### src/rtl/cbor_scan_pkg.sv
// Shared types and constants for the CBOR subset item scanner.
// Depends on nothing; imported by cbor_subset_item_scanner_unit and its testbench.
package cbor_scan_pkg;

   // Nesting limit and derived widths
   localparam int MAX_NEST = 8;
   localparam int IDX_W    = (MAX_NEST > 1) ? $clog2(MAX_NEST) : 1;
   localparam int LVL_W    = 4;
   localparam int ARG_W    = 64;

   // Stream widths
   localparam int REQ_TDATA_W  = 8;
   localparam int REQ_TUSER_W  = 1;
   localparam int RSP_FIELDS_W = 3 + ARG_W + 1 + LVL_W + 3;
   localparam int RSP_TDATA_W  = ((RSP_FIELDS_W + 7) / 8) * 8;
   localparam int RSP_PAD_W    = RSP_TDATA_W - RSP_FIELDS_W;
   localparam int RSP_TUSER_W  = 2;

   // Head decoding constants
   localparam logic [4:0]     AI_ONE_BYTE  = 5'd24;
   localparam logic [4:0]     AI_LAST_OK   = 5'd27;
   localparam logic [ARG_W-1:0] SIMPLE_FALSE = 64'd20;
   localparam logic [ARG_W-1:0] SIMPLE_NULL  = 64'd22;

   // Major types
   localparam logic [2:0] MT_BYTES = 3'd2;
   localparam logic [2:0] MT_TEXT  = 3'd3;
   localparam logic [2:0] MT_ARRAY = 3'd4;
   localparam logic [2:0] MT_MAP   = 3'd5;
   localparam logic [2:0] MT_TAG   = 3'd6;
   localparam logic [2:0] MT_OTHER = 3'd7;

   // Byte roles
   localparam logic [1:0] ROLE_INITIAL = 2'd0;
   localparam logic [1:0] ROLE_ARG     = 2'd1;
   localparam logic [1:0] ROLE_PAYLOAD = 2'd2;

   // Error codes
   localparam logic [2:0] ERR_NONE     = 3'd0;
   localparam logic [2:0] ERR_RESERVED = 3'd1;
   localparam logic [2:0] ERR_TAG      = 3'd2;
   localparam logic [2:0] ERR_SIMPLE   = 3'd3;
   localparam logic [2:0] ERR_DEEP     = 3'd4;
   localparam logic [2:0] ERR_STUCK    = 3'd5;

   // Scan phase of the byte stream
   typedef enum logic [1:0] {
      PH_INITIAL = 2'd0,
      PH_ARG     = 2'd1,
      PH_PAYLOAD = 2'd2,
      PH_DEEP    = 2'd3
   } phase_type;

   // Control sequencer
   typedef enum logic {
      CTL_IDLE = 1'b0,
      CTL_POP  = 1'b1
   } ctl_type;

   // One result item
   typedef struct packed {
      logic [1:0]       byte_role;
      logic [2:0]       major_type;
      logic [ARG_W-1:0] argument;
      logic             head_complete;
      logic [LVL_W-1:0] nesting_level;
      logic             item_complete;
      logic [2:0]       error_code;
   } rsp_type;

endpackage

### src/rtl/cbor_subset_item_scanner_unit.sv
// CBOR subset item scanner: per-byte head decode and container stack tracking.
// Timing: a byte's result passes through the holding stage and then the output register;
// when a leaf closes open containers, the pop state first walks each stack level visited.
// A new byte is not accepted while the stack walk runs
// or while a result waits in the holding stage.
// Reset: synchronous, clears scan state and control; the level-count memory is not cleared.
module cbor_subset_item_scanner_unit (
   input  logic                                   clock,
   input  logic                                   reset,
   // req_tdata: [7:0] data_byte
   input  logic [cbor_scan_pkg::REQ_TDATA_W-1:0]  req_tdata,
   // req_tuser: [0] restart
   input  logic [cbor_scan_pkg::REQ_TUSER_W-1:0]  req_tuser,
   input  logic                                   req_tvalid,
   output logic                                   req_tready,
   // rsp_tdata: [2:0] major_type, [66:3] argument, [67] head_complete,
   //            [71:68] nesting_level, [74:72] error_code, [79:75] zero
   output logic [cbor_scan_pkg::RSP_TDATA_W-1:0]  rsp_tdata,
   // rsp_tuser: [1:0] byte_role
   output logic [cbor_scan_pkg::RSP_TUSER_W-1:0]  rsp_tuser,
   // rsp_tlast: item_complete
   output logic                                   rsp_tlast,
   output logic                                   rsp_tvalid,
   input  logic                                   rsp_tready
);
   import cbor_scan_pkg::*;

   // Scan state
   phase_type        phase_ff, phase_in;
   logic [ARG_W-1:0] acc_ff, acc_in;
   logic [3:0]       left_ff, left_in;
   logic [2:0]       pend_ff, pend_in;
   logic [ARG_W-1:0] pl_ff, pl_in;
   logic [LVL_W-1:0] open_ff, open_in;
   logic             err_ff, err_in;
   ctl_type          ctl_ff, ctl_in;

   // Result holding stage and output register
   rsp_type res_ff, res_in;
   logic    res_valid_ff;
   logic    res_valid_set;
   rsp_type rsp_ff;
   logic    rsp_tvalid_ff;

   // Level-count memory
   logic [ARG_W-1:0] level_mem [MAX_NEST];
   logic [ARG_W-1:0] rd_data_ff;
   logic [IDX_W-1:0] rd_addr;
   logic             mem_we;
   logic [IDX_W-1:0] mem_waddr;
   logic [ARG_W-1:0] mem_wdata;

   // Decode helpers
   logic             req_acc;
   logic             out_free;
   logic [LVL_W-1:0] open_m1;
   logic [LVL_W-1:0] open_m2;
   logic [7:0]       data_byte;
   logic [2:0]       byte_major;
   logic [4:0]       byte_ai;
   logic             head_fire;
   logic [2:0]       head_major;
   logic [ARG_W-1:0] head_arg;
   logic             head_direct;
   logic [ARG_W-1:0] head_cnt;
   logic             leaf;
   logic [ARG_W-1:0] cnt_dec;
   rsp_type          res_tmp;

   assign req_tready = (ctl_ff == CTL_IDLE) && !res_valid_ff;
   assign req_acc    = req_tvalid && req_tready;
   assign out_free   = !rsp_tvalid_ff || rsp_tready;
   assign open_m1    = open_ff - LVL_W'(1);
   assign open_m2    = open_ff - LVL_W'(2);
   assign data_byte  = req_tdata[7:0];
   assign byte_major = data_byte[7:5];
   assign byte_ai    = data_byte[4:0];
   assign cnt_dec    = rd_data_ff - ARG_W'(1);

   // Next state: byte scan on transfer, stack walk in the pop state
   always_comb begin
      phase_in      = phase_ff;
      acc_in        = acc_ff;
      left_in       = left_ff;
      pend_in       = pend_ff;
      pl_in         = pl_ff;
      open_in       = open_ff;
      err_in        = err_ff;
      ctl_in        = ctl_ff;
      res_in        = res_ff;
      res_valid_set = 1'b0;
      mem_we        = 1'b0;
      mem_waddr     = open_ff[IDX_W-1:0];
      mem_wdata     = '0;
      head_fire     = 1'b0;
      head_major    = '0;
      head_arg      = '0;
      head_direct   = 1'b0;
      head_cnt      = '0;
      leaf          = 1'b0;
      res_tmp       = '0;
      // prefetch the innermost count; while popping, the one below it
      rd_addr = (ctl_ff == CTL_POP) ? open_m2[IDX_W-1:0] : open_m1[IDX_W-1:0];

      case (ctl_ff)
         CTL_IDLE: begin
            if (req_acc) begin
               if (req_tuser[0]) begin
                  phase_in = PH_INITIAL;
                  acc_in   = '0;
                  left_in  = '0;
                  pend_in  = '0;
                  pl_in    = '0;
                  open_in  = '0;
                  err_in   = 1'b0;
               end
               if (err_in) begin
                  res_tmp.error_code = ERR_STUCK;
               end else begin
                  res_tmp.nesting_level = open_in;
                  case (phase_in)
                     PH_DEEP: begin
                        res_tmp.byte_role  = ROLE_INITIAL;
                        res_tmp.major_type = byte_major;
                        res_tmp.error_code = ERR_DEEP;
                        err_in             = 1'b1;
                     end
                     PH_ARG: begin
                        res_tmp.byte_role  = ROLE_ARG;
                        res_tmp.major_type = pend_in;
                        acc_in = {acc_in[ARG_W-9:0], data_byte};
                        if (left_in != 4'd0) begin
                           left_in = left_in - 4'd1;
                        end
                        if (left_in == 4'd0) begin
                           head_fire  = 1'b1;
                           head_major = pend_in;
                           head_arg   = acc_in;
                        end
                     end
                     PH_PAYLOAD: begin
                        res_tmp.byte_role  = ROLE_PAYLOAD;
                        res_tmp.major_type = pend_in;
                        if (pl_in != '0) begin
                           pl_in = pl_in - ARG_W'(1);
                        end
                        if (pl_in == '0) begin
                           phase_in = PH_INITIAL;
                           leaf     = 1'b1;
                        end
                     end
                     default: begin
                        res_tmp.byte_role  = ROLE_INITIAL;
                        res_tmp.major_type = byte_major;
                        if (byte_ai > AI_LAST_OK) begin
                           res_tmp.error_code = ERR_RESERVED;
                           err_in             = 1'b1;
                        end else if (byte_ai < AI_ONE_BYTE) begin
                           head_fire   = 1'b1;
                           head_major  = byte_major;
                           head_arg    = ARG_W'(byte_ai);
                           head_direct = 1'b1;
                        end else begin
                           pend_in  = byte_major;
                           acc_in   = '0;
                           left_in  = 4'd1 << byte_ai[1:0];
                           phase_in = PH_ARG;
                        end
                     end
                  endcase

                  // completed head: classify and push or finish
                  if (head_fire) begin
                     res_tmp.major_type    = head_major;
                     res_tmp.argument      = head_arg;
                     res_tmp.head_complete = 1'b1;
                     phase_in              = PH_INITIAL;
                     head_cnt = (head_major == MT_MAP) ? {head_arg[ARG_W-2:0], 1'b0} : head_arg;
                     if (head_major == MT_TAG) begin
                        res_tmp.error_code = ERR_TAG;
                        err_in             = 1'b1;
                     end else if (head_major == MT_OTHER &&
                                  (!head_direct || head_arg < SIMPLE_FALSE ||
                                   head_arg > SIMPLE_NULL)) begin
                        res_tmp.error_code = ERR_SIMPLE;
                        err_in             = 1'b1;
                     end else if (head_major == MT_BYTES || head_major == MT_TEXT) begin
                        if (head_arg == '0) begin
                           leaf = 1'b1;
                        end else begin
                           pl_in    = head_arg;
                           pend_in  = head_major;
                           phase_in = PH_PAYLOAD;
                        end
                     end else if (head_major == MT_ARRAY || head_major == MT_MAP) begin
                        if (head_cnt == '0) begin
                           leaf = 1'b1;
                        end else if (open_in < LVL_W'(MAX_NEST)) begin
                           mem_we    = 1'b1;
                           mem_waddr = open_in[IDX_W-1:0];
                           mem_wdata = head_cnt;
                           open_in   = open_in + LVL_W'(1);
                        end else begin
                           phase_in = PH_DEEP;
                        end
                     end else begin
                        leaf = 1'b1;
                     end
                  end

                  // finished leaf: top-level item ends or the stack walk starts
                  if (leaf) begin
                     if (open_in == '0) begin
                        res_tmp.item_complete = 1'b1;
                     end else begin
                        ctl_in = CTL_POP;
                     end
                  end
               end
               res_in = res_tmp;
               if (ctl_in == CTL_IDLE) begin
                  res_valid_set = 1'b1;
               end
            end
         end
         CTL_POP: begin
            if (cnt_dec != '0) begin
               mem_we        = 1'b1;
               mem_waddr     = open_m1[IDX_W-1:0];
               mem_wdata     = cnt_dec;
               ctl_in        = CTL_IDLE;
               res_valid_set = 1'b1;
            end else begin
               open_in = open_m1;
               if (open_ff == LVL_W'(1)) begin
                  res_in.item_complete = 1'b1;
                  ctl_in               = CTL_IDLE;
                  res_valid_set        = 1'b1;
               end
            end
         end
         default: begin
            ctl_in = CTL_IDLE;
         end
      endcase
   end

   // Control and scan registers
   always_ff @(posedge clock) begin
      if (reset) begin
         phase_ff      <= PH_INITIAL;
         acc_ff        <= '0;
         left_ff       <= '0;
         pend_ff       <= '0;
         pl_ff         <= '0;
         open_ff       <= '0;
         err_ff        <= 1'b0;
         ctl_ff        <= CTL_IDLE;
         res_valid_ff  <= 1'b0;
         rsp_tvalid_ff <= 1'b0;
      end else begin
         phase_ff <= phase_in;
         acc_ff   <= acc_in;
         left_ff  <= left_in;
         pend_ff  <= pend_in;
         pl_ff    <= pl_in;
         open_ff  <= open_in;
         err_ff   <= err_in;
         ctl_ff   <= ctl_in;
         // holding stage hands over to the output register when it frees
         if (res_valid_set) begin
            res_valid_ff <= 1'b1;
         end else if (res_valid_ff && out_free) begin
            res_valid_ff <= 1'b0;
         end
         if (res_valid_ff && out_free) begin
            rsp_tvalid_ff <= 1'b1;
         end else if (rsp_tready) begin
            rsp_tvalid_ff <= 1'b0;
         end
      end
   end

   // Result payload registers
   always_ff @(posedge clock) begin
      res_ff <= res_in;
      if (res_valid_ff && out_free) begin
         rsp_ff <= res_ff;
      end
   end

   // Level-count memory: one write port, one registered read port
   always_ff @(posedge clock) begin
      if (mem_we) begin
         level_mem[mem_waddr] <= mem_wdata;
      end
      rd_data_ff <= level_mem[rd_addr];
   end

   // Output packing
   assign rsp_tvalid = rsp_tvalid_ff;
   assign rsp_tdata  = {{RSP_PAD_W{1'b0}}, rsp_ff.error_code, rsp_ff.nesting_level,
                        rsp_ff.head_complete, rsp_ff.argument, rsp_ff.major_type};
   assign rsp_tuser  = rsp_ff.byte_role;
   assign rsp_tlast  = rsp_ff.item_complete;

`ifndef SYNTH
   // stack depth never exceeds the nesting limit
   a_open_bound: assert property (@(posedge clock) disable iff (reset)
      open_ff <= LVL_W'(MAX_NEST))
      else $error("open level count above nesting limit");

   // the stack walk only runs with at least one open level
   a_pop_nonempty: assert property (@(posedge clock) disable iff (reset)
      (ctl_ff == CTL_POP) |-> (open_ff != '0))
      else $error("stack walk with empty stack");

   // a held result never coexists with an unfinished stack walk
   a_pop_no_res: assert property (@(posedge clock) disable iff (reset)
      (ctl_ff == CTL_POP) |-> !res_valid_ff)
      else $error("result held during stack walk");

   // a transfer always leaves a held result or a running stack walk on the next cycle
   a_acc_result: assert property (@(posedge clock) disable iff (reset)
      req_acc |=> (res_valid_ff || ctl_ff == CTL_POP))
      else $error("accepted byte produced no pending result");
`endif

endmodule

### config.mk
export PLATFORM = sky130hd
export DESIGN_NAME = cbor_subset_item_scanner_unit
export DESIGN_NICKNAME = d
export VERILOG_FILES = /design/src/rtl/cbor_scan_pkg.sv /design/src/rtl/cbor_subset_item_scanner_unit.sv
export SDC_FILE = /design/constraint.sdc
export NUM_CORES = 1
export LEC_CHECK = 0
export BUFFER_PORTS_ARGS = -buffer_cell sky130_fd_sc_hd__buf_2
export CAP_MARGIN = 30
export CORE_MARGIN = 2
export CORE_UTILIZATION = 66
export DETAILED_ROUTE_END_ITERATION = 6
export PLACE_DENSITY = 0.81
export SLEW_MARGIN = 20
export SYNTH_ARGS = -nofsm -noshare
export SYNTH_HDL_FRONTEND = slang
export SYNTH_SLANG_ARGS = --single-unit
### constraint.sdc
create_clock -name clock -period 19.7 [get_ports clock]
set_clock_uncertainty 0.2 [all_clocks]
set_input_delay 1.97 -clock clock [delete_from_list [all_inputs] [get_ports clock]]
set_output_delay 1.97 -clock clock [all_outputs]
set_load 0.02 [all_outputs]
==> results_dict.tcl <==
set metrics [dict create \
    rows 89 \
    p_per_area_mw_per_mm2 107 \
    drv_cap 0 \
    post-dp-hpwl_mm 81.0 \
    cts_num_sinks 869 \
    max-vdd-ir-drop_v 0.000111 \
    die_area_mm2 0.0616 \
    vias 28800 \
    reg2reg_slack_ns 12.59 \
    critical_path.top_delay_family "buffers and inverters" \
    fin_nets 3118 \
    status "complete, but fails checks" \
    initial_utilization_pct 66.7 \
    seq_area_frac_synth_pct 61.2 \
    synthFlopType "edfxtp_1" \
    critPathLaunchType "input port" \
    final_common_cell "edfxtp_1" \
    switchingPower_mw 1.32 \
    end_kind "flip-flop" \
    ys_seq_elements 869 \
    synthDistinctLibCells 92 \
    firstDrtPassIters 7 \
    path_buf_inv 6 \
    ys_warn_count 0 \
    slew_viol_final 0 \
    grt_max_degree 129 \
    slowest_stage "buf_4" \
    slowest_delay_ns 0.83 \
    place_congestion 1.01 \
    fp.coreArea_mm2 0.0590 \
    cts.repair.resized 0 \
    vias_per_cell 7.31 \
    clock_latency_ns 0.67 \
    pwr-share-comb_pct 16.1 \
    num_io_pins 98 \
    cp.arrival_ns 9.13 \
    cts-root-buf "clkbuf_16" \
    drt_wl_total_mm 125 \
    violations "design-rule violations" \
    cts_tree "done" \
    grt_overflow 0 \
    hp-class "flip-flop to flip-flop" \
    timing.fmax_mhz 111 \
    slew_headroom_pct 31.0 \
    syn_inst 3076 \
    grt_use_total_pct 41.0 \
    period_minus_slack_ns 9.04 \
    layout_common_cells "668 x edfxtp_1, 319 x nor2_1, 201 x dfxtp_1, 162 x nand2_1, 128 x mux4_2" \
    cts_setup_buffers 0 \
    die_w_um 248 \
    final.setup.tns_ns 0 \
    htree_levels 3 \
    cp.required_ns 19.79 \
    synth_edf_count 668 \
    path_clk_slew_ns 0.06 \
    final_antenna_net_count 0 \
    first_global_vias 27100 \
    port_buffers 92 \
    die_y_um 248 \
    leakage_nw 14.4 \
    path_cells "buf_4 -> inv_2 -> nand2_1 -> ha_1 -> nand2b_1 -> nor3_2 -> and4_2 -> buf_4 -> o311a_1 -> o31ai_2 -> buf_4 -> or3b_1 -> buf_4 -> mux2_2 -> o31ai_4 -> buf_4" \
    grt_pass1_wl_mm 182 \
    syn_area_per_cell_um2 12.8 \
    numCtsBuffers 85 \
    syn_to_final_growth_pct 10.9 \
    setup_viol 0 \
    netlist_area_mm2 0.0393 \
    hold_viol_final 0 \
    post_drt_wl_per_cell_um 31.8 \
    drive_above_1_share_pct 17.3 \
    swShare_pct 28.2 \
    pwr-share-seq_pct 46.9 \
    cp_max_fo 55 \
    synthArstFlopShare_pct 0 \
    drc 2 \
    period_share_pct 45.9 \
    p_int_mw 3.35 \
    drtIter0Drc 4605 \
    power_mw 4.67 \
    rsz0062_at_grt "no" \
    cts_buffer_depth 3 \
    antenna_found_initial 4 \
    ctsHoldBuffers 0 \
    clock_power_share_pct 37.1 \
    cp_common_cell "buf_4" \
    worst_pin_slew_ns 1.04 \
    worst-setup-path-type "input port to flip-flop" \
    num-fill-cells 3655 \
]
## sequential cells by signal, summed over array words and instances, names as in the netlist
register      cells
ctl_ff            1
rsp_tlast         1
phase_ff          2
open_ff           4
res_valid_ff      1
rsp_tuser         2
rd_data_ff       64
res_ff           78
left_ff           4
pend_ff           3
level_mem       512
err_ff            1
rsp_tdata        75
pl_ff            64
rsp_tvalid        1
acc_ff           56
## cells in the mapped netlist, types with 7 or more instances
cell / n / share of area (%)
buf_2: 23 / 0.29
o211ai_1: 22 / 0.42
a22oi_1: 63 / 1.2
o21a_1: 9 / 0.17
a21oi_1: 129 / 1.6
o2111ai_1: 7 / 0.16
o21ai_0: 68 / 0.86
nor3_1: 108 / 1.4
nand2_1: 166 / 1.6
o32ai_1: 9 / 0.20
edfxtp_1: 668 / 51
dfxtp_1: 201 / 10
mux4_2: 128 / 7.3
nor4_1: 72 / 1.1
buf_1: 32 / 0.31
or3_1: 30 / 0.48
inv_1: 27 / 0.26
nor4b_1: 7 / 0.16
nand4_1: 35 / 0.56
nand2b_1: 11 / 0.17
o22ai_1: 68 / 1.1
or2_2: 13 / 0.21
nor2b_1: 28 / 0.45
xor2_1: 30 / 0.67
nor2_1: 321 / 3.1
or4_1: 25 / 0.48
a2111oi_0: 10 / 0.22
a211oi_1: 29 / 0.55
and4_1: 10 / 0.22
o31ai_1: 7 / 0.13
and3_1: 23 / 0.37
nand4b_1: 9 / 0.20
and2_1: 55 / 0.87
nand3_1: 57 / 0.72
mux2_2: 67 / 1.9
mux2i_1: 45 / 1.1
a31oi_1: 42 / 0.67
ha_1: 15 / 0.48
clkbuf_1: 172 / 1.6
xnor2_1: 52 / 1.2
a311oi_1: 24 / 0.53
nor3b_1: 13 / 0.25
o31a_1: 9 / 0.20
## power groups by stage
stage / logic, mW / clock network [mW] / registers (mW)
finish: 0.749 / 1.73 / 2.19
global route: 0.792 / 1.81 / 2.19
global placement: 0.710 / 0 / 2.21
detailed placement: 0.719 / 0 / 2.22
floorplan: 0.488 / 0 / 2.20
CTS: 0.728 / 1.74 / 2.18
## per-stage QoR
step / setup WS, ns / std cells / instance area (um2) / hold slack [ns] / utilization (%)
floorplan: 5.67 / 3080 / 39400 / 0.200 / -
global placement: 9.86 / 3768 / 40500 / 0.202 / 68.6
detailed placement: 9.69 / 3772 / 40600 / 0.205 / 68.7
CTS: 10.35 / 3932 / 43600 / 0.219 / 73.8
global route: 10.35 / 3939 / 43600 / 0.219 / 73.9
finish: 10.66 / 3942 / 43600 / 0.216 / 73.9
## metal layers
layer / up-vias / global-route usage [%] / share of wire (%)
met5: - / 0 / 0
met4: 0 / 24.6 / 7.0
met3: 477 / 9.25 / 12
met2: 2260 / 63.0 / 46
met1: 14100 / 53.9 / 35
li1: 12000 / - / -
## logic make-up (layout without fill, tap and decap cells)
group | Yosys count | count (layout) | synth area share, %
multiplexers | 240 | 240 | 10.4
buffers and inverters | 263 | 346 | 2.66
AND/OR/NAND/NOR | 1015 | 1015 | 13.2
AO/OA/AOI/OAI | 591 | 591 | 10.2
other | 1 | 11 | 0.00953
flip-flops | 869 | 869 | 61.2
XOR/XNOR | 82 | 82 | 1.83
adder cells (fa/ha/maj) | 15 | 15 | 0.477
## path summary, 6_finish.rpt
check,from,to,depth (start not counted)
worst min register to register,res_ff[71]$_SDFFCE_PP0P_,rsp_tdata[65]$_DFFE_PP_,0
worst max-delay path,req_tuser,level_mem[0][32]$_DFFE_PP_,16
worst max register to register,phase_ff[1]$_SDFFE_PP0P_,level_mem[0][32]$_DFFE_PP_,14
worst min-delay path,res_ff[71]$_SDFFCE_PP0P_,rsp_tdata[65]$_DFFE_PP_,0
## area by class of cell
type / count / area [um2] / area share (%)
clock buffers: 118 / 2330 / 5.35
inverters: 29 / 110 / 0.252
repair buffers: 157 / 1070 / 2.45
clock inverters: 42 / 658 / 1.51
multi-input cells: 1948 / 14400 / 33.0
flip-flops and latches: 869 / 24100 / 55.2
diodes: 6 / 15.0 / 0.0344
well taps: 773 / 967 / 2.22
No activity file was read; power rests on OpenSTA's default activity.
